$ cat src/design/gspe_pkg.sv
// Shared types, constants and frame tables for the game-pad serial poll engine.
// Used by gspe_key_status and gamepad_serial_poll_engine_top; depends on nothing.
package gspe_pkg;

	localparam int FRAME_BYTES = 9;
	localparam int LONG_LEN = (FRAME_BYTES < 5) ? 5 : ((FRAME_BYTES > 9) ? 9 : FRAME_BYTES);
	localparam int SHORT_LEN = (LONG_LEN < 5) ? LONG_LEN : 5;
	localparam int CHECK_LEN = 2;

	localparam logic CMD_TICK  = 1'b0;
	localparam logic CMD_START = 1'b1;

	localparam logic [7:0] BYTE_START      = 8'h01;
	localparam logic [7:0] BYTE_POLL       = 8'h42;
	localparam logic [7:0] BYTE_CFG        = 8'h43;
	localparam logic [7:0] BYTE_ANALOG     = 8'h44;
	localparam logic [7:0] BYTE_MOTOR_MAP  = 8'h4D;
	localparam logic [7:0] BYTE_EXIT_PAD   = 8'h5A;
	localparam logic [7:0] BYTE_LOCK       = 8'h03;
	localparam logic [7:0] BYTE_ONE        = 8'h01;
	localparam logic [7:0] ID_ANALOG       = 8'h73;

	typedef enum logic [2:0] {
		FK_POLL       = 3'd0,
		FK_SHORT_POLL = 3'd1,
		FK_MOTOR      = 3'd2,
		FK_CFG_ENTER  = 3'd3,
		FK_ANALOG     = 3'd4,
		FK_MOTOR_MODE = 3'd5,
		FK_CFG_EXIT   = 3'd6,
		FK_CHECK      = 3'd7
	} frame_kind_t;

	typedef struct packed {
		logic [15:0] buttons_down;
		logic [4:0]  first_pressed;
		logic [15:0] new_presses;
	} key_status_t;

	function automatic logic [4:0] frame_len(input frame_kind_t kind);
		logic [4:0] len;
		case (kind)
			FK_SHORT_POLL, FK_MOTOR_MODE: len = 5'(SHORT_LEN);
			FK_CHECK: len = 5'(CHECK_LEN);
			default: len = 5'(LONG_LEN);
		endcase
		return len;
	endfunction

	function automatic logic [7:0] tx_byte(input frame_kind_t kind, input logic [3:0] idx,
		input logic [7:0] small_byte, input logic [7:0] large_byte);
		logic [7:0] b;
		b = 8'h00;
		if (idx == 4'd0) begin
			b = BYTE_START;
		end else if (idx == 4'd1) begin
			case (kind)
				FK_CFG_ENTER, FK_CFG_EXIT: b = BYTE_CFG;
				FK_ANALOG: b = BYTE_ANALOG;
				FK_MOTOR_MODE: b = BYTE_MOTOR_MAP;
				default: b = BYTE_POLL;
			endcase
		end else begin
			case (kind)
				FK_MOTOR: begin
					if (idx == 4'd3) b = small_byte;
					else if (idx == 4'd4) b = large_byte;
				end
				FK_CFG_ENTER: begin
					if (idx == 4'd3) b = BYTE_ONE;
				end
				FK_ANALOG: begin
					if (idx == 4'd3) b = BYTE_ONE;
					else if (idx == 4'd4) b = BYTE_LOCK;
				end
				FK_MOTOR_MODE: begin
					if (idx == 4'd4) b = BYTE_ONE;
				end
				FK_CFG_EXIT: begin
					if (idx >= 4'd4) b = BYTE_EXIT_PAD;
				end
				default: b = 8'h00;
			endcase
		end
		return b;
	endfunction

endpackage

$ cat src/design/gspe_key_status.sv
// Button status decode: pressed mask, lowest pressed button and new presses.
// Depends on gspe_pkg for key_status_t.
module gspe_key_status import gspe_pkg::*; (
	input  logic [15:0] raw_keys,
	input  logic [15:0] previous_keys,
	output key_status_t status
);

	logic [15:0] down;
	logic [4:0]  first;

	assign down = ~raw_keys;

	always_comb begin
		first = 5'd0;
		for (int i = 15; i >= 0; i--) begin
			if (down[i]) first = 5'(i + 1);
		end
	end

	assign status.buttons_down  = down;
	assign status.first_pressed = first;
	assign status.new_presses   = previous_keys & down;

endmodule

$ cat src/design/gamepad_serial_poll_engine_top.sv
// Top level of the game-pad serial poll engine: input register, frame state and result register.
// Depends on gspe_pkg and gspe_key_status.
//
// Each input word is either a start, which opens one of eight fixed frames if none is open and
// asserts chip select, or a bit tick, which drives one bit of the current command
// byte (LSB first) and samples one bit from the pad. Every accepted word yields
// exactly one result word with the link bits and the status after that word.
// Input words enter through item_valid and item_stall and land in an input
// register; results leave through result_valid and result_stall from a result
// register. A result is registered from the word held in the input register, and a
// new word is accepted every cycle while the receiver takes results.
// When result_stall holds a waiting result, the input register fills and then
// item_stall rises, so no word is lost or repeated.
// Reset clears the frame state, sets both key images to all ones (nothing
// pressed) and empties both registers.
module gamepad_serial_poll_engine_top import gspe_pkg::*; (
	input  logic        clk,
	input  logic        arst_n,
	input  logic        item_valid,
	output logic        item_stall,
	input  logic        cmd,
	input  logic [2:0]  frame_kind,
	input  logic [7:0]  motor_small,
	input  logic [7:0]  motor_large,
	input  logic        data_in_bit,
	output logic        result_valid,
	input  logic        result_stall,
	output logic        select_active,
	output logic        data_out_bit,
	output logic        frame_done,
	output logic [7:0]  pad_id,
	output logic        analog_mode,
	output logic [15:0] buttons_down,
	output logic [4:0]  first_pressed,
	output logic [15:0] new_presses,
	output logic [7:0]  right_x,
	output logic [7:0]  right_y,
	output logic [7:0]  left_x,
	output logic [7:0]  left_y
);

	logic        valid_s1;
	logic        cmd_s1;
	frame_kind_t kind_s1;
	logic [7:0]  small_s1;
	logic [7:0]  large_s1;
	logic        din_s1;

	logic        busy_q;
	frame_kind_t kind_q;
	logic [2:0]  bit_q;
	logic [3:0]  byte_q;
	logic [7:0]  shift_q;
	logic [7:0]  motor_q [2];
	logic [7:0]  id_q;
	logic [15:0] raw_q;
	logic [15:0] prev_q;
	logic [7:0]  stick_q [4];

	logic        busy_d;
	frame_kind_t kind_d;
	logic [2:0]  bit_d;
	logic [3:0]  byte_d;
	logic [7:0]  shift_d;
	logic [7:0]  motor_d [2];
	logic [7:0]  id_d;
	logic [15:0] raw_d;
	logic [15:0] prev_d;
	logic [7:0]  stick_d [4];
	logic        sel_d;
	logic        dout_d;
	logic        done_d;
	logic [7:0]  tx_d;
	logic [7:0]  rx_d;
	logic [4:0]  next_byte;

	logic        advance;
	key_status_t keys_d;

	assign advance    = valid_s1 && (!result_valid || !result_stall);
	assign item_stall = valid_s1 && !advance;

	always_ff @(posedge clk or negedge arst_n) begin
		if (!arst_n) begin
			valid_s1 <= 1'b0;
		end else if (!item_stall) begin
			valid_s1 <= item_valid;
		end
	end

	always_ff @(posedge clk) begin
		if (item_valid && !item_stall) begin
			cmd_s1   <= cmd;
			kind_s1  <= frame_kind_t'(frame_kind);
			small_s1 <= motor_small;
			large_s1 <= motor_large;
			din_s1   <= data_in_bit;
		end
	end

	always_comb begin
		busy_d     = busy_q;
		kind_d     = kind_q;
		bit_d      = bit_q;
		byte_d     = byte_q;
		shift_d    = shift_q;
		motor_d    = motor_q;
		id_d       = id_q;
		raw_d      = raw_q;
		prev_d     = prev_q;
		stick_d    = stick_q;
		sel_d      = 1'b0;
		dout_d     = 1'b0;
		done_d     = 1'b0;
		tx_d       = tx_byte(kind_q, byte_q, motor_q[0], motor_q[1]);
		rx_d       = shift_q | (8'(din_s1) << bit_q);
		next_byte  = 5'(byte_q) + 5'd1;
		if (cmd_s1 == CMD_START) begin
			if (!busy_q) begin
				busy_d     = 1'b1;
				kind_d     = kind_s1;
				bit_d      = 3'd0;
				byte_d     = 4'd0;
				shift_d    = 8'h00;
				motor_d[0] = small_s1;
				motor_d[1] = large_s1;
				if (kind_s1 == FK_POLL) begin
					for (int i = 0; i < 4; i++) stick_d[i] = 8'h00;
				end
			end
			sel_d = 1'b1;
		end else if (busy_q) begin
			sel_d   = 1'b1;
			dout_d  = tx_d[bit_q];
			shift_d = rx_d;
			if (bit_q == 3'd7) begin
				if (byte_q == 4'd1) begin
					id_d = rx_d;
				end else if (kind_q == FK_POLL) begin
					case (byte_q)
						4'd3: begin
							prev_d = raw_q;
							raw_d  = {raw_q[15:8], rx_d};
						end
						4'd4: raw_d = {rx_d, raw_q[7:0]};
						4'd5: stick_d[0] = rx_d;
						4'd6: stick_d[1] = rx_d;
						4'd7: stick_d[2] = rx_d;
						4'd8: stick_d[3] = rx_d;
						default: ;
					endcase
				end
				shift_d = 8'h00;
				bit_d   = 3'd0;
				byte_d  = next_byte[3:0];
				if (next_byte >= frame_len(kind_q)) begin
					done_d = 1'b1;
					busy_d = 1'b0;
					byte_d = 4'd0;
				end
			end else begin
				bit_d = bit_q + 3'd1;
			end
		end
	end

	gspe_key_status u_key_status (
		.raw_keys      (raw_d),
		.previous_keys (prev_d),
		.status        (keys_d)
	);

	always_ff @(posedge clk or negedge arst_n) begin
		if (!arst_n) begin
			busy_q  <= 1'b0;
			kind_q  <= FK_POLL;
			bit_q   <= 3'd0;
			byte_q  <= 4'd0;
			shift_q <= 8'h00;
			motor_q <= '{default: 8'h00};
			id_q    <= 8'h00;
			raw_q   <= 16'hFFFF;
			prev_q  <= 16'hFFFF;
			stick_q <= '{default: 8'h00};
		end else if (advance) begin
			busy_q  <= busy_d;
			kind_q  <= kind_d;
			bit_q   <= bit_d;
			byte_q  <= byte_d;
			shift_q <= shift_d;
			motor_q <= motor_d;
			id_q    <= id_d;
			raw_q   <= raw_d;
			prev_q  <= prev_d;
			stick_q <= stick_d;
		end
	end

	always_ff @(posedge clk or negedge arst_n) begin
		if (!arst_n) begin
			result_valid <= 1'b0;
		end else if (advance) begin
			result_valid <= 1'b1;
		end else if (!result_stall) begin
			result_valid <= 1'b0;
		end
	end

	always_ff @(posedge clk) begin
		if (advance) begin
			select_active <= sel_d;
			data_out_bit  <= dout_d;
			frame_done    <= done_d;
			pad_id        <= id_d;
			analog_mode   <= (id_d == ID_ANALOG);
			buttons_down  <= keys_d.buttons_down;
			first_pressed <= keys_d.first_pressed;
			new_presses   <= keys_d.new_presses;
			right_x       <= stick_d[0];
			right_y       <= stick_d[1];
			left_x        <= stick_d[2];
			left_y        <= stick_d[3];
		end
	end

	a_done_ends_frame: assert property (@(posedge clk) disable iff (!arst_n)
		advance && done_d |=> !busy_q && byte_q == 4'd0)
		else $error("Frame end did not return the engine to idle.");

	a_idle_counters_clear: assert property (@(posedge clk) disable iff (!arst_n)
		!busy_q |-> bit_q == 3'd0 && byte_q == 4'd0 && shift_q == 8'h00)
		else $error("Bit or byte position left over while idle.");

	a_done_has_select: assert property (@(posedge clk) disable iff (!arst_n)
		result_valid && frame_done |-> select_active)
		else $error("Frame end reported without chip select.");

	a_first_matches_down: assert property (@(posedge clk) disable iff (!arst_n)
		result_valid |-> (first_pressed == 5'd0) == (buttons_down == 16'h0000))
		else $error("Lowest pressed button disagrees with the button mask.");

	a_result_held: assert property (@(posedge clk) disable iff (!arst_n)
		result_valid && result_stall |=> result_valid && $stable(buttons_down)
			&& $stable(frame_done))
		else $error("Stalled result word changed.");

endmodule

$ cat config.mk
export PLATFORM = sky130hd
export DESIGN_NAME = gamepad_serial_poll_engine_top
export DESIGN_NICKNAME = d
export VERILOG_FILES = /design/src/design/gspe_pkg.sv /design/src/design/gspe_key_status.sv /design/src/design/gamepad_serial_poll_engine_top.sv
export SDC_FILE = /design/constraint.sdc
export NUM_CORES = 1
export LEC_CHECK = 0
export ABC_CLOCK_PERIOD_IN_PS = 11800
export BUFFER_PORTS_ARGS = -buffer_cell sky130_fd_sc_hd__buf_4
export CORE_MARGIN = 5
export CORE_UTILIZATION = 45
export CTS_BUF_LIST = sky130_fd_sc_hd__clkbuf_4
export CTS_CLUSTER_SIZE = 40
export DETAILED_ROUTE_END_ITERATION = 10
export PLACE_DENSITY = 0.7
export SETUP_SLACK_MARGIN = 0.2
export SLEW_MARGIN = 5
export SYNTH_ARGS = -nofsm -noshare
export SYNTH_HDL_FRONTEND = slang
export SYNTH_SLANG_ARGS = --single-unit
$ cat constraint.sdc
create_clock -name clk -period 11.8 [get_ports clk]
set_input_delay 0.59 -clock clk [delete_from_list [all_inputs] [get_ports clk]]
set_output_delay 0.59 -clock clk [all_outputs]
set_load 0.02 [all_outputs]
==> results.yml, run 1 <==
run_status:
  status: "finished, final reports clean"
critical_path:
  required_ns: 12.41
  start_kind: "register"
  r2r_cells: 8
  cpMostUsedCell: "ha_1"
  cp_slowest_cell: "dfrtp_1"
  crit_chain: "ha_1 > ha_1 > nand4bb_4 > nor4b_2 > nand2_1 > nor2_1 > a22oi_1 > o21ai_0"
  reg2reg_slack_ns: 8.20
  r2r-end: "stick_q[27]$_DFFE_PN0P_"
  worstReg2RegStart: "bit_q[1]$_DFFE_PN0P_"
  slowest_delay_ns: 0.81
  worst-path-max-fanout: 26
  crit_buf_inv: 0
  cp_data_arrival_time_ns: 4.20
  crit_family: "simple AND/OR/NAND/NOR gates"
  worst_setup_path_end_kind: "register"
  critPathKind: "reg -> reg"
pwr:
  p_leak_uw: 0.00454
  powerDensity_nw_per_um2: 149
  p_sw_uw: 484
  p_int_uw: 1250
  p_clk_share_pct: 37.9
  pwr-share-seq_pct: 48.9
  peakVddDrop_mv: 0.0953
  p_comb_share_pct: 13.3
  power.total_uw: 1730
  switching_share_pct: 27.9
timing:
  grt_setup_unrepaired: "no"
  tns_ns: 0
  finalSetupViolations: 0
  hold_violations: 0
  period_share_pct: 30.5
  fmax_mhz: 278
  skew_ns: 0.0647
  whs_ns: 0.0925
  slew_headroom_pct: 16.1
  report.final.slew_viol_count: 0
  worstMarginPinSlew_ns: 1.24
  finalCriticalPeriod_ns: 3.60
global_route:
  gr-total-overflow: 0
  grt_pass1_wl_um: 37800
  antenna_found_initial: 1
  grt_start_max_net_pins: 72
  first_global_vias: 7208
  grt_usage_pct: 18.8
detailed_routing:
  drtIter0Drc: 530
  wl_per_cell_um: 17.3
  drc: 0
  drt_pass1_iterations: 6
  ant_nets: 0
  drt_wl_total_um: 23700
  via_count: 7598
  routed_via_density: 5.57
clocking:
  clk_pin_slew_ns: 0.07
  cts_buffers: 54
  cts_root_buffer: "clkbuf_4"
  cts.sinks: 211
  h-tree-depth: 2
  cts_tree: "done"
  clock_latency_ns: 0.71
  cts_max_path_buffers: 3
synth:
  synth_area_leaders: "edfxtp_1, dfrtp_1, dfstp_2"
  postSynthAreaPerCell_um2: 10.7
  synthFlopType: "edfxtp_1"
  yosysUniqueCellTypes: 64
  syn-cell-area_um2: 9900
  yosysMostFrequentCell: "nand2_1"
  yosysWarnings: 0
  synth_top_area_share_pct: 30.9
  synthesis.instances: 927
  ys_seq_area_share_pct: 58.9
  synth_top_area_cell: "edfxtp_1"
  synth_common_cells: "nand2_1, o21ai_0, edfxtp_1"
  synth_seq_cells: 211
  synth_edf_count: 102
  synth-async-reset-ratio_pct: 51.7
  synth_fp_nets: 965
floorplanning:
  fp.dieW_um: 158
  rows: 54
  die_y_um: 158
  core-area_um2: 21800
  ios: 108
  die-area_um2: 25100
  start_util_pct: 45.5
placement:
  hpwl_um: 15300
  port_buffers: 107
  dp_cells: 1263
  gp_congestion: 0.846
finish:
  num-fill-cells: 1951
  post-route-util_pct: 53.6
  final_nets: 1078
  area.growth.synth_to_final_pct: 17.7
  fin_cells: 1365
  drive_above_1_share_pct: 29.0
job:
  drv_cap: 0
min_path:
  holdPathStages: 1
  worstHoldPathType: "in -> reg"
  min_from: "data_in_bit"
  hold_end: "din_s1$_DFFE_PP_"
[cell usage in the layout (no fill, tap or decap), types with 5 or more instances in the layout]
| cell | count |
|---|---|
| nand2b_1 | 10 |
| nand3_1 | 20 |
| a21boi_0 | 7 |
| edfxtp_1 | 102 |
| a31oi_1 | 7 |
| dfrtp_1 | 77 |
| nor4_1 | 5 |
| nand2_1 | 171 |
| nand3b_1 | 5 |
| inv_1 | 22 |
| a22oi_1 | 22 |
| nor2b_1 | 5 |
| mux2_2 | 44 |
| nor2_1 | 51 |
| clkbuf_4 | 96 |
| o21ai_0 | 125 |
| a21oi_1 | 55 |
| a21o_1 | 6 |
| buf_4 | 117 |
| nor3_1 | 9 |
| o31ai_1 | 9 |
| dfstp_2 | 32 |
| ha_1 | 13 |
[sequential cells by signal, indices dropped and copies added, names as in the netlist, 3 cells and up]
| signal | flops |
|---|---|
| stick_q | 32 |
| buttons_down | 16 |
| motor_q | 16 |
| new_presses | 16 |
| prev_q | 16 |
| raw_q | 16 |
| id_q | 8 |
| large_s1 | 8 |
| left_x | 8 |
| left_y | 8 |
| pad_id | 8 |
| right_x | 8 |
| right_y | 8 |
| shift_q | 8 |
| small_s1 | 8 |
| first_pressed | 5 |
| byte_q | 4 |
| bit_q | 3 |
| kind_q | 3 |
| kind_s1 | 3 |
[routing by layer]
metal	up-vias	GRT usage, %	share of wire, %
met1	3612	25.9	43
met5	-	0	0
met4	0	6.62	2.2
li1	3606	-	-
met2	331	29.5	47
met3	49	4.35	8.4
[power groups by stage]
stage               registers, µW  clock network, µW  logic [µW]
finish                        847                656         230
global route                  852                714         252
CTS                           847                675         231
detailed placement            861                  0         229
global placement              860                  0         226
floorplan                     864                  0         133
[cell families (layout without fill, tap and decap cells)]
kind of cell / Yosys count / after routing / synth area share [%]
buffers and inverters: 84 / 241 / 3.49
AOI/OAI and AO/OA: 268 / 268 / 16.0
DFF: 211 / 211 / 58.9
other: 0 / 1 / 0
adders and majority gates: 13 / 13 / 1.64
xor gates and xnor gates: 2 / 2 / 0.177
and+or+nand+nor: 302 / 302 / 14.4
muxes: 47 / 47 / 5.43
[worst max-delay path by stage]
| stage | startpoint | end | cells after the start |
|---|---|---|---|
| floorplan | result_stall | id_q[1]$_DFFE_PN0P_ | 6 |
| global placement | result_stall | prev_q[7]$_DFFE_PN1P_ | 8 |
| detailed placement | result_stall | prev_q[2]$_DFFE_PN1P_ | 8 |
| CTS | bit_q[1]$_DFFE_PN0P_ | first_pressed[4]$_SDFFCE_PP0P_ | 7 |
| global route | bit_q[1]$_DFFE_PN0P_ | first_pressed[4]$_SDFFCE_PP0P_ | 7 |
| finish | bit_q[1]$_DFFE_PN0P_ | stick_q[27]$_DFFE_PN0P_ | 8 |
[cell type report]
cell class	count	area, µm²	area share (%)
tap	280	350	3.01
clock buffer	96	721	6.18
clock inverter	4	23.8	0.204
timing repair buffer	118	888	7.62
inverter	23	88.8	0.762
antenna	1	2.50	0.0215
sequential	211	5830	50.0
multi-input combinational	632	3750	32.2
[worst reg2reg max path, cell delays in order (launching register included)]
cell       delay (ns)
dfrtp_1          0.81
ha_1             0.29
ha_1             0.25
nand4bb_4        0.21
nor4b_2          0.46
nand2_1          0.60
nor2_1           0.58
a22oi_1          0.13
o21ai_0          0.19
[per-stage QoR]
step	cell area [µm²]	worst slack [ns]
floorplan	9900	7.48
CTS	11700	8.24
finish	11700	8.20
global placement	10900	8.31
detailed placement	10900	8.22
global route	11700	7.80
[what timing repair did]
| action | in CTS | in global routing |
|---|---|---|
| hold buffers | 1 | 0 |
| hold endpoints to repair | 31 | 0 |
| resized for setup | 0 | 0 |
| endpoints found under the setup margin | 0 | 0 |
| setup buffers | 0 | 0 |
(Power assumes the default switching activity.)
==> inputs of run 2 (changes only) <==
--- a/config.mk
+++ b/config.mk
@@ -5,14 +5,15 @@
 export SDC_FILE = /design/constraint.sdc
 export NUM_CORES = 1
 export LEC_CHECK = 0
-export ABC_CLOCK_PERIOD_IN_PS = 11800
+export ABC_AREA = 1
+export ABC_CLOCK_PERIOD_IN_PS = 3300
 export BUFFER_PORTS_ARGS = -buffer_cell sky130_fd_sc_hd__buf_4
 export CORE_MARGIN = 5
 export CORE_UTILIZATION = 45
 export CTS_BUF_LIST = sky130_fd_sc_hd__clkbuf_4
 export CTS_CLUSTER_SIZE = 40
 export DETAILED_ROUTE_END_ITERATION = 10
-export PLACE_DENSITY = 0.7
+export PLACE_DENSITY = 0.73
 export SETUP_SLACK_MARGIN = 0.2
 export SLEW_MARGIN = 5
 export SYNTH_ARGS = -nofsm -noshare
==> constraint.sdc (replaced) <==
create_clock -name clk -period 3.3 [get_ports clk]
set_input_delay 0.165 -clock clk [delete_from_list [all_inputs] [get_ports clk]]
set_output_delay 0.165 -clock clk [all_outputs]
set_load 0.02 [all_outputs]
==> run 2 against run 1 <==
  * Die area decreased by 4.7%
  * Sequential cell count is the same
  * Non-clock buffer count increased by 38
  * Sequential share of layout area grew 0.55 points
  * Highest routed layer unchanged
  * Register-to-register slack got worse by 7.7 ns
  * Design area is 1.1% lower
  * Critical path type unchanged
==> results.yml, run 2 <==
pwr:
  powerDensity_nw_per_um2: 656
  p_leak_uw: 0.00503
  peakVddDrop_mv: 0.305
clocking:
  clock_latency_ns: 0.67
  cts_buffers: 52
  clk_pin_slew_ns: 0.07
  cts_root_buffer: "clkbuf_4"
  cts_tree: "done"
  cts_max_path_buffers: 3
  h-tree-depth: 2
  cts.sinks: 211
synth:
  synth-async-reset-ratio_pct: 51.7
  synth_top_area_share_pct: 32.6
  syn-cell-area_um2: 9410
  synth_edf_count: 102
  synth_fp_nets: 980
  synth_seq_cells: 211
  synth_area_leaders: "edfxtp_1, dfrtp_1, dfstp_2"
  ys_seq_area_share_pct: 62.0
  postSynthAreaPerCell_um2: 9.99
  synthesis.instances: 942
  synth_common_cells: "nand2_1, edfxtp_1, o21ai_0"
  yosysUniqueCellTypes: 44
  yosysMostFrequentCell: "nand2_1"
  synthFlopType: "edfxtp_1"
  yosysWarnings: 0
  synth_top_area_cell: "edfxtp_1"
detailed_routing:
  wl_per_cell_um: 15.0
  via_count: 7289
  drt_wl_total_um: 21400
  drt_pass1_iterations: 5
  ant_nets: 0
  drc: 0
  drtIter0Drc: 630
  routed_via_density: 5.09
floorplanning:
  ios: 108
  die_y_um: 155
  start_util_pct: 45.2
  rows: 53
  core-area_um2: 20800
  die-area_um2: 23900
  fp.dieW_um: 155
placement:
  dp_cells: 1303
  gp_congestion: 0.859
  hpwl_um: 14200
  port_buffers: 107
timing:
  skew_ns: 0.0355
  finalCriticalPeriod_ns: 2.83
  slew_headroom_pct: 35.0
  finalSetupViolations: 0
  hold_violations: 0
  tns_ns: 0
  report.final.slew_viol_count: 0
  grt_setup_unrepaired: "no"
  period_share_pct: 85.8
  worstMarginPinSlew_ns: 0.975
  fmax_mhz: 353
global_route:
  grt_pass1_wl_um: 35500
  grt_start_max_net_pins: 95
  gr-total-overflow: 0
  first_global_vias: 7287
  grt_usage_pct: 18.0
  antenna_found_initial: 1
min_path:
  worstHoldPathType: "in -> async"
finish:
  largest_register_ff_count: 32
  num-fill-cells: 1805
  layout_common_cells: "nand2_1, buf_4, edfxtp_1, o21ai_0, inv_1"
  layout_commonest_cell: "nand2_1"
  area.growth.synth_to_final_pct: 22.5
  fin_cells: 1433
  drive_above_1_share_pct: 25.4
  final_nets: 1151
  largest_register: "stick_q"
critical_path:
  required_ns: 3.68
  worst-path-max-fanout: 10
  cp_data_arrival_time_ns: 3.21
  critPathKind: "reg -> reg"
  worst_setup_path_end_kind: "register"
  start_kind: "register"
job:
  drv_cap: 0
run_status:
  status: "finished, final reports clean"
==> run 2: cell count changes in the layout (fill, tap and decap cells not counted), moves of 24 or more <==
cell           delta
nor2_1           +24
a211oi_1         +28
nand2_1          +46
o21ai_0          -28
dlygate4sd3_1    +25
mux2_2           -39
inv_1            +71
==> run 2: worst max-delay path, cell delays in order (launching register included) <==
cell      delay [ns]
dfrtp_2         0.45
ha_1            0.17
ha_1            0.18
nand2_1         0.10
nor2_2          0.17
nand3_2         0.16
nor2_4          0.26
buf_4           0.18
nand2_1         0.06
o21ai_2         0.10
inv_2           0.07
nor2_2          0.15
inv_2           0.06
a21oi_1         0.17
o211ai_1        0.12
nand3_1         0.09
a21oi_1         0.06
==> run 2: layout make-up <==
cell class                 instances  area, µm²  area share [%]
tap                              275        344            2.98
sequential                       211       5830            50.6
clock buffer                      81        608            5.27
antenna                            1       2.50          0.0217
multi-input combinational        587       3020            26.2
timing repair buffer             156       1240            10.7
inverter                         105        394            3.42
clock inverter                    17       92.6           0.803
==> run 2: power by group <==
part	leakage, µW	internal [µW]	switching, µW
clock	0.000417	1200	1040
combinational	0.00232	586	1140
sequential	0.00229	3380	225
total	0.00503	5160	2410
==> run 2: worst paths after layout <==
path,endpoint,cells past startpoint,startpoint,slack (ns)
max reg2reg,first_pressed[1]$_SDFFCE_PP0P_,16,bit_q[0]$_DFFE_PN0P_,0.47
max,first_pressed[1]$_SDFFCE_PP0P_,16,bit_q[0]$_DFFE_PN0P_,0.47
min,stick_q[21]$_DFFE_PN0P_,2,arst_n,0.13
min in group clk,small_s1[2]$_DFFE_PP_,2,motor_small[2],0.23
min reg2reg,motor_q[12]$_DFFE_PN0P_,1,small_s1[4]$_DFFE_PP_,0.47
max in group asynchronous,bit_q[0]$_DFFE_PN0P_,3,arst_n,2.25
==> run 2: stage by stage <==
step                cell area, µm²  power [µW]  setup slack [ns]  hold WS (ns)  util, %
floorplan                     9410        4690             0.524        -0.131        -
global placement             10500        5300             0.509         0.308     50.5
detailed placement           10500        5350             0.392         0.312     50.5
CTS                          11500        7640             0.381         0.137     55.1
global route                 11500        8040             0.202         0.163     55.4
finish                       11500        7570             0.469         0.132     55.4
==> run 2: routing by layer <==
layer  track usage [%]  wire [µm]  part of all wire [%]
met4              7.23        470                   2.2
met2              28.5      10200                    48
met5             0.207          0                     0
met3              4.17       1420                   6.6
met1              24.0       9340                    44
==> run 2: kinds of logic (layout without fill, tap and decap cells) <==
kind of cell               after synthesis  in the layout  synth area share (%)
AOI/OAI and AO/OA                      213            213                  13.0
other                                    0              1                     0
DFF                                    211            211                  62.0
buffers and inverters                  144            359                  6.09
xor gates and xnor gates                 1              1                0.0931
adders and majority gates               13             13                  1.73
muxes                                   15             15                  1.66
and+or+nand+nor                        345            345                  15.4
==> run 2: repair_timing <==
item	in CTS	in global routing
setup endpoints to repair	0	5
hold endpoints to repair	58	0
buffers inserted	0	5
hold buffers	26	0
resized for setup	0	3
